==> config.mk <==
export PLATFORM = sky130hd
export DESIGN_NAME = chp_ctrl
export DESIGN_NICKNAME = d
export VERILOG_FILES = /design/src/chp_pkg.sv /design/src/chp_ctrl.sv
export SDC_FILE = /design/constraint.sdc
export NUM_CORES = 1
export LEC_CHECK = 0
export BUFFER_PORTS_ARGS = -buffer_cell sky130_fd_sc_hd__buf_4
export CAP_MARGIN = 5
export CORE_MARGIN = 1.5
export CORE_UTILIZATION = 50
export CTS_BUF_LIST = sky130_fd_sc_hd__clkbuf_16
export CTS_CLUSTER_DIAMETER = 150
export DETAILED_ROUTE_END_ITERATION = 12
export PLACE_DENSITY = 0.72
export SLEW_MARGIN = 20
export SYNTH_ARGS = -nofsm -noshare
export SYNTH_HDL_FRONTEND = slang
export SYNTH_SLANG_ARGS = --single-unit
==> constraint.sdc <==
create_clock -name clk -period 4.6 [get_ports clk]
set_input_delay 1.15 -clock clk [delete_from_list [all_inputs] [get_ports clk]]
set_output_delay 1.15 -clock clk [all_outputs]
set_load 0.05 [all_outputs]
==> src/chp_pkg.sv <==
// shared constants and control types for the convex hull perimeter block
package chp_pkg;

	localparam int MAX_POINTS_D   = 64;
	localparam int COORD_BITS_D   = 16;
	localparam int FRAC_BITS_D    = 8;
	localparam int RESULT_LIMIT   = 64;
	localparam int PERIM_W        = 31;
	localparam logic [PERIM_W-1:0] PERIM_MAX = {PERIM_W{1'b1}};
	localparam int SQ_IN_W        = 62;
	localparam int SQ_ROOT_W      = 31;

	// controller to datapath
	typedef struct packed {
		logic load;
		logic run_done;
		logic s_init;
		logic s_getv;
		logic s_mv;
		logic s_dec;
		logic s_put;
		logic s_put0;
		logic s_next;
		logic h_init;
		logic h_getp;
		logic h_pop;
		logic h_popa;
		logic h_push;
		logic diff;
		logic edge_mode;
		logic mul1;
		logic mul2;
		logic e_sum;
		logic sq_start;
		logic e_acc;
		logic p_init;
		logic p_first;
		logic p_next;
		logic o_init;
		logic o_ld;
		logic o_empty;
		logic o_adv;
	} cmd_t;

	// datapath to controller
	typedef struct packed {
		logic n_le1;
		logic s_last;
		logic less;
		logic j_zero;
		logic k_ge_lim;
		logic cross_le0;
		logic hull_end;
		logic empty;
		logic p_last;
		logic sq_done;
		logic out_last;
	} sts_t;

endpackage

==> src/chp_ctrl.sv <==
// controller: state machine sequencing load, sort, hull, perimeter and output
module chp_ctrl (
	input  logic          clk,
	input  logic          arst_n,
	input  logic          in_valid,
	input  logic          last_point,
	output logic          in_ready,
	output logic          out_valid,
	input  logic          out_ready,
	input  chp_pkg::sts_t sts,
	output chp_pkg::cmd_t cmd
);
	localparam int SW = 37;

	typedef enum logic [SW-1:0] {
		ST_LOAD    = SW'(1) << 0,
		ST_S_INIT  = SW'(1) << 1,
		ST_S_W1    = SW'(1) << 2,
		ST_S_GETV  = SW'(1) << 3,
		ST_S_W2    = SW'(1) << 4,
		ST_S_CMP   = SW'(1) << 5,
		ST_S_INS0  = SW'(1) << 6,
		ST_S_NEXT  = SW'(1) << 7,
		ST_H_INIT  = SW'(1) << 8,
		ST_H_W     = SW'(1) << 9,
		ST_H_GETP  = SW'(1) << 10,
		ST_H_CHK   = SW'(1) << 11,
		ST_T_DIFF  = SW'(1) << 12,
		ST_T_MUL1  = SW'(1) << 13,
		ST_T_MUL2  = SW'(1) << 14,
		ST_T_CMP   = SW'(1) << 15,
		ST_H_POP   = SW'(1) << 16,
		ST_H_POPW  = SW'(1) << 17,
		ST_H_POPA  = SW'(1) << 18,
		ST_H_PUSH  = SW'(1) << 19,
		ST_P_INIT  = SW'(1) << 20,
		ST_P_W0    = SW'(1) << 21,
		ST_P_FIRST = SW'(1) << 22,
		ST_P_W1    = SW'(1) << 23,
		ST_P_NEXT  = SW'(1) << 24,
		ST_E_DIFF  = SW'(1) << 25,
		ST_E_MUL1  = SW'(1) << 26,
		ST_E_MUL2  = SW'(1) << 27,
		ST_E_SUM   = SW'(1) << 28,
		ST_E_START = SW'(1) << 29,
		ST_E_WAIT  = SW'(1) << 30,
		ST_E_ACC   = SW'(1) << 31,
		ST_O_INIT  = SW'(1) << 32,
		ST_O_W     = SW'(1) << 33,
		ST_O_LD    = SW'(1) << 34,
		ST_O_EMPTY = SW'(1) << 35,
		ST_O_WAIT  = SW'(1) << 36
	} state_t;

	state_t state_q, state_n;

	assign in_ready  = state_q == ST_LOAD;
	assign out_valid = state_q == ST_O_WAIT;

	always_comb begin
		state_n = state_q;
		cmd     = '0;
		case (state_q)
			ST_LOAD: begin
				if (in_valid) begin
					cmd.load = 1'b1;
					if (last_point) begin
						state_n = ST_S_INIT;
					end
				end
			end
			ST_S_INIT: begin
				if (sts.n_le1) begin
					state_n = ST_H_INIT;
				end else begin
					cmd.s_init = 1'b1;
					state_n    = ST_S_W1;
				end
			end
			ST_S_W1: state_n = ST_S_GETV;
			ST_S_GETV: begin
				cmd.s_getv = 1'b1;
				state_n    = ST_S_W2;
			end
			ST_S_W2: state_n = ST_S_CMP;
			ST_S_CMP: begin
				if (sts.less) begin
					cmd.s_mv = 1'b1;
					if (sts.j_zero) begin
						state_n = ST_S_INS0;
					end else begin
						cmd.s_dec = 1'b1;
						state_n   = ST_S_W2;
					end
				end else begin
					cmd.s_put = 1'b1;
					state_n   = ST_S_NEXT;
				end
			end
			ST_S_INS0: begin
				cmd.s_put0 = 1'b1;
				state_n    = ST_S_NEXT;
			end
			ST_S_NEXT: begin
				if (sts.s_last) begin
					state_n = ST_H_INIT;
				end else begin
					cmd.s_next = 1'b1;
					state_n    = ST_S_W1;
				end
			end
			ST_H_INIT: begin
				cmd.h_init = 1'b1;
				state_n    = ST_H_W;
			end
			ST_H_W: state_n = ST_H_GETP;
			ST_H_GETP: begin
				cmd.h_getp = 1'b1;
				state_n    = ST_H_CHK;
			end
			ST_H_CHK: state_n = sts.k_ge_lim ? ST_T_DIFF : ST_H_PUSH;
			ST_T_DIFF: begin
				cmd.diff = 1'b1;
				state_n  = ST_T_MUL1;
			end
			ST_T_MUL1: begin
				cmd.mul1 = 1'b1;
				state_n  = ST_T_MUL2;
			end
			ST_T_MUL2: begin
				cmd.mul2 = 1'b1;
				state_n  = ST_T_CMP;
			end
			ST_T_CMP: state_n = sts.cross_le0 ? ST_H_POP : ST_H_PUSH;
			ST_H_POP: begin
				cmd.h_pop = 1'b1;
				state_n   = ST_H_POPW;
			end
			ST_H_POPW: state_n = ST_H_POPA;
			ST_H_POPA: begin
				cmd.h_popa = 1'b1;
				state_n    = ST_H_CHK;
			end
			ST_H_PUSH: begin
				cmd.h_push = 1'b1;
				state_n    = sts.hull_end ? ST_P_INIT : ST_H_W;
			end
			ST_P_INIT: begin
				cmd.p_init = 1'b1;
				state_n    = sts.empty ? ST_O_EMPTY : ST_P_W0;
			end
			ST_P_W0: state_n = ST_P_FIRST;
			ST_P_FIRST: begin
				cmd.p_first = 1'b1;
				state_n     = ST_P_W1;
			end
			ST_P_W1: state_n = ST_P_NEXT;
			ST_P_NEXT: begin
				cmd.p_next = 1'b1;
				state_n    = ST_E_DIFF;
			end
			ST_E_DIFF: begin
				cmd.diff      = 1'b1;
				cmd.edge_mode = 1'b1;
				state_n       = ST_E_MUL1;
			end
			ST_E_MUL1: begin
				cmd.mul1 = 1'b1;
				state_n  = ST_E_MUL2;
			end
			ST_E_MUL2: begin
				cmd.mul2 = 1'b1;
				state_n  = ST_E_SUM;
			end
			ST_E_SUM: begin
				cmd.e_sum = 1'b1;
				state_n   = ST_E_START;
			end
			ST_E_START: begin
				cmd.sq_start = 1'b1;
				state_n      = ST_E_WAIT;
			end
			ST_E_WAIT: begin
				if (sts.sq_done) begin
					state_n = ST_E_ACC;
				end
			end
			ST_E_ACC: begin
				cmd.e_acc = 1'b1;
				state_n   = sts.p_last ? ST_O_INIT : ST_P_W1;
			end
			ST_O_INIT: begin
				cmd.o_init = 1'b1;
				state_n    = ST_O_W;
			end
			ST_O_W: state_n = ST_O_LD;
			ST_O_LD: begin
				cmd.o_ld = 1'b1;
				state_n  = ST_O_WAIT;
			end
			ST_O_EMPTY: begin
				cmd.o_empty = 1'b1;
				state_n     = ST_O_WAIT;
			end
			ST_O_WAIT: begin
				if (out_ready) begin
					if (sts.out_last) begin
						cmd.run_done = 1'b1;
						state_n      = ST_LOAD;
					end else begin
						cmd.o_adv = 1'b1;
						state_n   = ST_O_W;
					end
				end
			end
			default: state_n = ST_LOAD;
		endcase
	end

	always_ff @(posedge clk or negedge arst_n) begin
		if (!arst_n) begin
			state_q <= ST_LOAD;
		end else begin
			state_q <= state_n;
		end
	end

endmodule

After elaboration in Yosys (flattened, before gate mapping)
Index checks and enable logic that the tools add are counted.
{"block": "totals", "romBits": 0, "latchBits": 0, "word_cells": 99, "ff_bits": 37, "ramBits": 0, "out_inout_bits": 30, "mem_count": 0}
{"block": "op_classes", "n_eq_ne": 41, "multipliers": 0, "order_cmp": 0, "add_sub_neg": 0, "n_mux": 51, "bitwise": 0, "reduce_logical": 6, "div_mod_pow": 0, "n_shift": 0}
{"op": "$pmux W37 S35", "n": 1}
{"op": "$mux W37", "n": 4}
{"op": "$mux W20", "n": 2}
{"op": "$eq A37 B1 Y1 const B", "n": 1}
{"op": "$eq A37 B10 Y1 const B", "n": 1}
{"op": "$eq A37 B11 Y1 const B", "n": 1}
{"op": "$eq A37 B12 Y1 const B", "n": 1}
{"op": "$eq A37 B13 Y1 const B", "n": 1}
{"op": "$eq A37 B14 Y1 const B", "n": 1}
{"op": "$eq A37 B15 Y1 const B", "n": 1}
{"op": "$eq A37 B16 Y1 const B", "n": 1}
{"op": "$eq A37 B17 Y1 const B", "n": 1}
{"op": "$eq A37 B18 Y1 const B", "n": 1}
{"op": "$eq A37 B19 Y1 const B", "n": 1}
{"op": "$eq A37 B2 Y1 const B", "n": 1}
{"op": "$eq A37 B20 Y1 const B", "n": 1}
{"op": "$eq A37 B21 Y1 const B", "n": 1}
{"op": "$eq A37 B22 Y1 const B", "n": 1}
{"op": "$eq A37 B23 Y1 const B", "n": 1}
{"op": "$eq A37 B24 Y1 const B", "n": 1}
{"op": "$eq A37 B25 Y1 const B", "n": 1}
{"op": "$eq A37 B26 Y1 const B", "n": 1}
{"op": "$eq A37 B27 Y1 const B", "n": 1}
{"op": "$eq A37 B28 Y1 const B", "n": 1}
{"op": "other kinds (30)", "n": 70}

Logic depth before layout (Yosys ltp)
Gate-level depths: netlist (run 1).
{"block": "depth", "ltp_word": 3, "mapped_depth": 9, "ltp_nobuf": 8}

Worst setup path before layout (run 1)
OpenSTA, ideal clock, no wires.
{"block": "synth_timing", "path_kind": "reg-to-output", "start": "register state_q[8]", "end": "output port cmd[13] (netlist name)", "n_path_buf": 1, "arrival_time_ns": 3.376, "path_slack_ns": 0.074, "path_stages_with_launch": 7, "required_ns": 3.450, "cell_sequence": "dfrtp_1 nor4_4 nand4_2 clkbuf_1 nor4_1 a31oi_1 inv_1"}
{"element": "from (decl)", "line_no": "chp_ctrl.sv:55", "source": "state_t state_q, state_n;"}
{"element": "from (signal assigned)", "line_no": "chp_ctrl.sv:224", "source": "state_q <= state_n;"}
{"element": "to (decl)", "line_no": "chp_ctrl.sv:11", "source": "output chp_pkg::cmd_t cmd"}

==> results of run 1 <==
## critical path, delay by kind of cell, from the launching register on
kind          cells  cell delay (ns)
buf+inv           1             0.20
flops             1             0.43
simple gates      6             2.26
## cells in the mapped netlist, types with 5 or more instances
cell,count
dfrtp_1,36
nor2_1,24
nor4_1,19
nand2_1,17
nor3_1,11
inv_1,10
nand3_1,10
and2_1,7
and4b_1,6
nand3b_1,6
clkbuf_1,5
nand2b_1,5
nor4_4,5
o21ai_0,5
xor2_1,5
## kinds of logic (layout without fill, tap and decap cells)
kind of cell           Yosys count  count (layout)  synth area share [%]
buffers and inverters           18              71                  3.13
AND/OR/NAND/NOR                154             154                  45.3
XOR/XNOR                         9               9                  3.46
AO/OA/AOI/OAI                   25              25                  7.37
flip-flops                      37              37                  40.7
## path summary, 6_finish.rpt
| kind | from | endpoint | slack (ns) | cells past startpoint |
|---|---|---|---|---|
| worst min register to register | state_q[29]$_DFFE_PN0P_ | state_q[29]$_DFFE_PN0P_ | 0.55 | 1 |
| worst max-delay path | state_q[33]$_DFFE_PN0P_ | cmd[5] | 0.28 | 7 |
| worst max register to register | state_q[33]$_DFFE_PN0P_ | state_q[23]$_DFFE_PN0P_ | 1.74 | 7 |
| min in group asynchronous | arst_n | state_q[20]$_DFFE_PN0P_ | 0.82 | 1 |
| max in group asynchronous | arst_n | state_q[0]$_DFFE_PN1P_ | 3.43 | 1 |
| worst min-delay path | state_q[29]$_DFFE_PN0P_ | state_q[29]$_DFFE_PN0P_ | 0.55 | 1 |
## power breakdown
| group | switching [mW] | internal, mW | total, mW | leakage [nW] |
|---|---|---|---|---|
| combinational | 0.214 | 0.139 | 0.353 | 0.821 |
| sequential | 0.0261 | 0.342 | 0.368 | 0.512 |
| clock | 0.132 | 0.254 | 0.386 | 0.0775 |
| total | 0.373 | 0.735 | 1.11 | 1.41 |
## area by class of cell
cell class	count	area [sq um]	area share [%]
multi-input cells	188	1280	44.5
flip-flops and latches	37	927	32.3
clock buffers	5	125	4.36
inverters	10	37.5	1.31
well taps	52	65.1	2.27
clock inverters	3	41.3	1.44
repair buffers	53	398	13.9
## stage by stage
stage          utilization (%)  std cells
5_1_grt                   65.9        348
3_3_place_gp              62.1        340
4_1_cts                   65.9        348
3_5_place_dp              62.1        340
2_1_floorplan                -        243
6_report                  65.9        348
## layer usage
layer	up-vias	track usage [%]	routed length [um]
met5	-	0	0
met4	0	7.69	42
met3	2	6.64	340
met2	67	37.1	2670
met1	947	35.2	2650
li1	1019	-	-
## layout by cell type, fill, tap and decap left out, types with 3 or more instances in the layout
cell,netlist,final
o21ai_0,5,5
clkbuf_16,0,5
xnor2_1,4,4
and2_1,7,7
nor4_2,3,3
inv_1,10,10
nor3b_1,4,4
o211ai_1,3,3
nand2b_1,5,5
o21bai_1,3,3
dfrtp_1,36,36
or2_2,3,3
xor2_1,5,5
and4b_1,6,6
nor2_1,24,24
and3_1,4,4
or4b_2,3,3
nor3_1,11,11
nor4_1,19,19
and3b_1,4,4
buf_4,0,53
a31oi_1,3,3
nor4b_1,4,4
nand2_1,17,17
nand3b_1,6,6
nor4_4,5,5
nand3_1,10,10
nand4b_1,4,4
or3_1,3,3
==> impl_metrics.tcl, run 1 <==
set metrics [dict create \
    hold_slack_ns 0.551 \
    grt_pass1_vias 1868 \
    slew_headroom_pct 50.4 \
    power.total_mw 1.11 \
    postCtsSetupBuffers 0 \
    drt-wirelength-per-cell_um 16.4 \
    synth_seq_area_share_pct 40.7 \
    hold_buffers 0 \
    clock_sinks 37 \
    period_share_pct 94.0 \
    largest_register "state_q" \
    yosysTopAreaCellShare_pct 39.6 \
    grt-ovfl-total 0 \
    grt_max_degree 38 \
    dpl_cell_area_sq_um 2710 \
    path_class "flip-flop to primary output" \
    initial_core_util_pct 52.3 \
    ys_warn_count 0 \
    final_nets 311 \
    ir_drop_v 0.000316 \
    crit_path_max_fanout 7 \
    hold_path_class "flip-flop to flip-flop" \
    cts-root-buf "clkbuf_16" \
    port_buffers 45 \
    vias 2035 \
    area_delta_synth_final_pct 26.2 \
    dieArea_sq_um 4970 \
    gp_congestion 0.868 \
    ant_nets 0 \
    ys_ff_latch 37 \
    async_flop_share_pct 100 \
    grt_use_total_pct 24.9 \
    crit_chain "nor4_1 -> nand2b_1 -> or3_1 -> or4_1 -> nor4_4 -> and3b_1 -> buf_4" \
    drtIter0Drc 249 \
    endpoint_kind "primary output" \
    start_kind "flip-flop" \
    hold_viol 0 \
    largest_register_ffs 37 \
    synth_nets 259 \
    die_h_um 70.5 \
    first_pass_iters 5 \
    drive_gt1_share_pct 26.7 \
    status "finished clean" \
    reg_top3 "state_q: 37 flops" \
    cts_max_level 2 \
    fillerInstances 384 \
    max_cap_viol_count 0 \
    finalSetupViolCount 0 \
    drt-vias-per-instance 5.85 \
    final_area_sq_um 2870 \
    synth_edf_count 0 \
    fin_setup_tns_ns 0 \
    ys_top_cells_by_area "dfrtp_1, nor4_1, nor4_4, nor2_1, nand2_1" \
    ioPinCount 46 \
    leakage_nw 1.41 \
    postSynthCellCount 243 \
    post_synth.cell_area_avg_sq_um 9.37 \
    clkSlewWorstSetupHoldPaths_ns 0.06 \
    max_clock_freq_mhz 231 \
    cts.path.max_buffers 2 \
    yosys.area.top_type "dfrtp_1" \
    diodes 0 \
    die_w_um 70.5 \
    slowest_stage "nor4_1" \
    cts-buffers-inserted 5 \
    rsz0062_at_grt "no" \
    synthFlopType "dfrtp_1" \
    post_cts_resized 0 \
    fin_skew_ns 0.00923 \
    slowest_delay_ns 0.67 \
    wl_mm 5.70 \
    yosysUniqueCellTypes 46 \
    power_density_nw_per_um2 386 \
    required_ns 3.45 \
    coreArea_sq_um 4350 \
    antenna_found_initial 0 \
    syn_area_sq_um 2280 \
    route.detailed.drc 0 \
    tightest_slew_ns 0.737 \
    grt_pass1_wl_mm 9.54 \
    rows 24 \
    finalCriticalPeriod_ns 4.32 \
    arrival_ns 3.17 \
    drv_slew 0 \
    worst_slack_ns 0.276 \
    insertion_delay_ns 0.28 \
    tritoncts "done" \
    dpl.hpwl_mm 4.25 \
    place_ws_ns 0.584 \
]
No activity file was read; power rests on OpenSTA's default activity.
==> inputs of run 2 (changes only) <==
--- a/config.mk
+++ b/config.mk
@@ -8,11 +8,11 @@
 export BUFFER_PORTS_ARGS = -buffer_cell sky130_fd_sc_hd__buf_4
 export CAP_MARGIN = 5
 export CORE_MARGIN = 1.5
-export CORE_UTILIZATION = 50
+export CORE_UTILIZATION = 57
 export CTS_BUF_LIST = sky130_fd_sc_hd__clkbuf_16
 export CTS_CLUSTER_DIAMETER = 150
 export DETAILED_ROUTE_END_ITERATION = 12
-export PLACE_DENSITY = 0.72
+export PLACE_DENSITY = 0.8
 export SLEW_MARGIN = 20
 export SYNTH_ARGS = -nofsm -noshare
 export SYNTH_HDL_FRONTEND = slang
==> constraint.sdc (replaced) <==
create_clock -name clk -period 4.6 [get_ports clk]
set_input_delay 1.15 -clock clk [delete_from_list [all_inputs] [get_ports clk]]
set_output_delay 1.15 -clock clk [all_outputs]
set_load 0.1 [all_outputs]
==> run 2 against run 1 <==
Effect of this change:
- sequential cell count unchanged
- critical endpoint unchanged
- register-to-register slack about the same
- sequential power barely moved
- global-route usage rose by 4.2 points
- wire length up 1.2%
- largest power group is now combinational cells
- sequential share of layout area down 0.24 points
==> impl_metrics.tcl, run 2 (synthesis gave the netlist of run 1 again) <==
set metrics [dict create \
    hold_buffers 0 \
    ir_drop_v 0.000598 \
    ioPinCount 46 \
    path_class "flip-flop to primary output" \
    area_delta_synth_final_pct 27.1 \
    met1_length_mm 2.59 \
    crit_path_max_fanout 6 \
    reg_top3 "state_q: 37 flops" \
    power.total_mw 1.10 \
    max_cap_viol_count 0 \
    period_share_pct 94.2 \
    cts_max_level 2 \
    finalSetupViolCount 0 \
    top_layer "met4" \
    rows 22 \
    arrival_ns 3.18 \
    hold_viol 0 \
    tightest_slew_ns 0.710 \
    cts-root-buf "clkbuf_16" \
    cts-buffers-inserted 5 \
    routed-wl-met2_mm 2.76 \
    rsz0062_at_grt "no" \
    dpl.hpwl_mm 4.13 \
    status "finished clean" \
    crit_chain "nor4_2 -> nand3_1 -> or3_1 -> or4_1 -> nor4_4 -> and3b_1 -> buf_4" \
    max_clock_freq_mhz 231 \
    diodes 0 \
    drt-vias-per-instance 6.13 \
    hold_path_class "flip-flop to flip-flop" \
    final_cell_mix "buf_4, dfrtp_1, nor2_1" \
    gp_congestion 0.912 \
    slew_headroom_pct 52.3 \
    clkSlewWorstSetupHoldPaths_ns 0.06 \
    worst_slack_ns 0.266 \
    wl_met3_um 352 \
    path_delay_family "simple AND/OR/NAND/NOR gates" \
    endpoint_kind "primary output" \
    largest_register_ffs 37 \
    grt_pass1_wl_mm 9.48 \
    insertion_delay_ns 0.28 \
    wl_mm 5.77 \
    worst-path-buf-inv 1 \
    grt_max_degree 38 \
    port_buffers 45 \
    coreArea_sq_um 3740 \
    grt_use_total_pct 29.1 \
    slowest_stage "or4_1" \
    postCtsSetupBuffers 0 \
    post_cts_resized 0 \
    tritoncts "done" \
    first_pass_iters 4 \
    drive_gt1_share_pct 29.3 \
    drv_slew 0 \
    largest_register "state_q" \
    grt_pass1_vias 1946 \
    initial_core_util_pct 60.8 \
    finalCriticalPeriod_ns 4.33 \
    clock_sinks 37 \
    place_ws_ns 0.460 \
    antenna_found_initial 0 \
    dieArea_sq_um 4380 \
    start_kind "flip-flop" \
    die_h_um 66.2 \
    required_ns 3.45 \
    fin_skew_ns 0.00589 \
    ant_nets 0 \
    cts.path.max_buffers 2 \
    vias 2097 \
    final_nets 309 \
    grt-ovfl-total 0 \
    drt-wirelength-per-cell_um 16.9 \
    leakage_nw 1.42 \
    drtIter0Drc 221 \
    power_density_nw_per_um2 382 \
    route.detailed.drc 0 \
    die_w_um 66.2 \
    slowest_delay_ns 0.60 \
    final_common_cell "buf_4" \
]
==> run 2: cell types whose count changed in the layout (fill, tap and decap cells not counted), sizes merged <==
| cell | previous run | this run |
|---|---|---|
| inv | 10 | 11 |
| buf | 53 | 51 |
| clkinvlp | 1 | 0 |
| bufinv | 1 | 0 |
| clkinv | 1 | 2 |
==> run 2: layer usage <==
metal	up-vias	GRT usage, %
met5	-	0
met4	0	7.65
met3	6	4.77
met2	76	46.1
met1	997	41.3
li1	1018	-
==> run 2: worst paths after layout <==
path	slack, ns	to	cells past startpoint	startpoint
max in group asynchronous	3.41	state_q[0]$_DFFE_PN1P_	1	arst_n
min in group asynchronous	0.82	state_q[19]$_DFFE_PN0P_	1	arst_n
setup reg to reg	1.74	state_q[33]$_DFFE_PN0P_	8	state_q[16]$_DFFE_PN0P_
setup / recovery	0.27	cmd[5]	7	state_q[27]$_DFFE_PN0P_
hold / removal	0.56	state_q[29]$_DFFE_PN0P_	1	state_q[29]$_DFFE_PN0P_
hold reg to reg	0.56	state_q[29]$_DFFE_PN0P_	1	state_q[29]$_DFFE_PN0P_
==> run 2: stage by stage <==
step | area [sq um] | utilization (%) | hold WS [ns] | setup TNS, ns | instances
after floorplan | 2330 | - | 0.500 | -1.40 | 243
after global placement | 2740 | 73.1 | 0.527 | 0 | 334
after detailed placement | 2740 | 73.1 | 0.549 | 0 | 334
after CTS | 2880 | 76.8 | 0.557 | 0 | 342
after global routing | 2890 | 77.3 | 0.606 | 0 | 342
final | 2890 | 77.3 | 0.563 | 0 | 342
==> run 2: where the power goes <==
group / switching [mW] / leakage [nW] / internal, mW
logic: 0.266 / 0.831 / 0.145
clock network: 0.127 / 0.0748 / 0.196
registers: 0.0288 / 0.512 / 0.342
==> run 2: cell type report <==
cell class              instances  area, sq um
well taps                      48         60.1
multi-input cells             188         1350
clock inverters                 3         13.8
inverters                      10         37.5
repair buffers                 51          383
flip-flops and latches         37          927
fillers                       298          851
clock buffers                   5          125
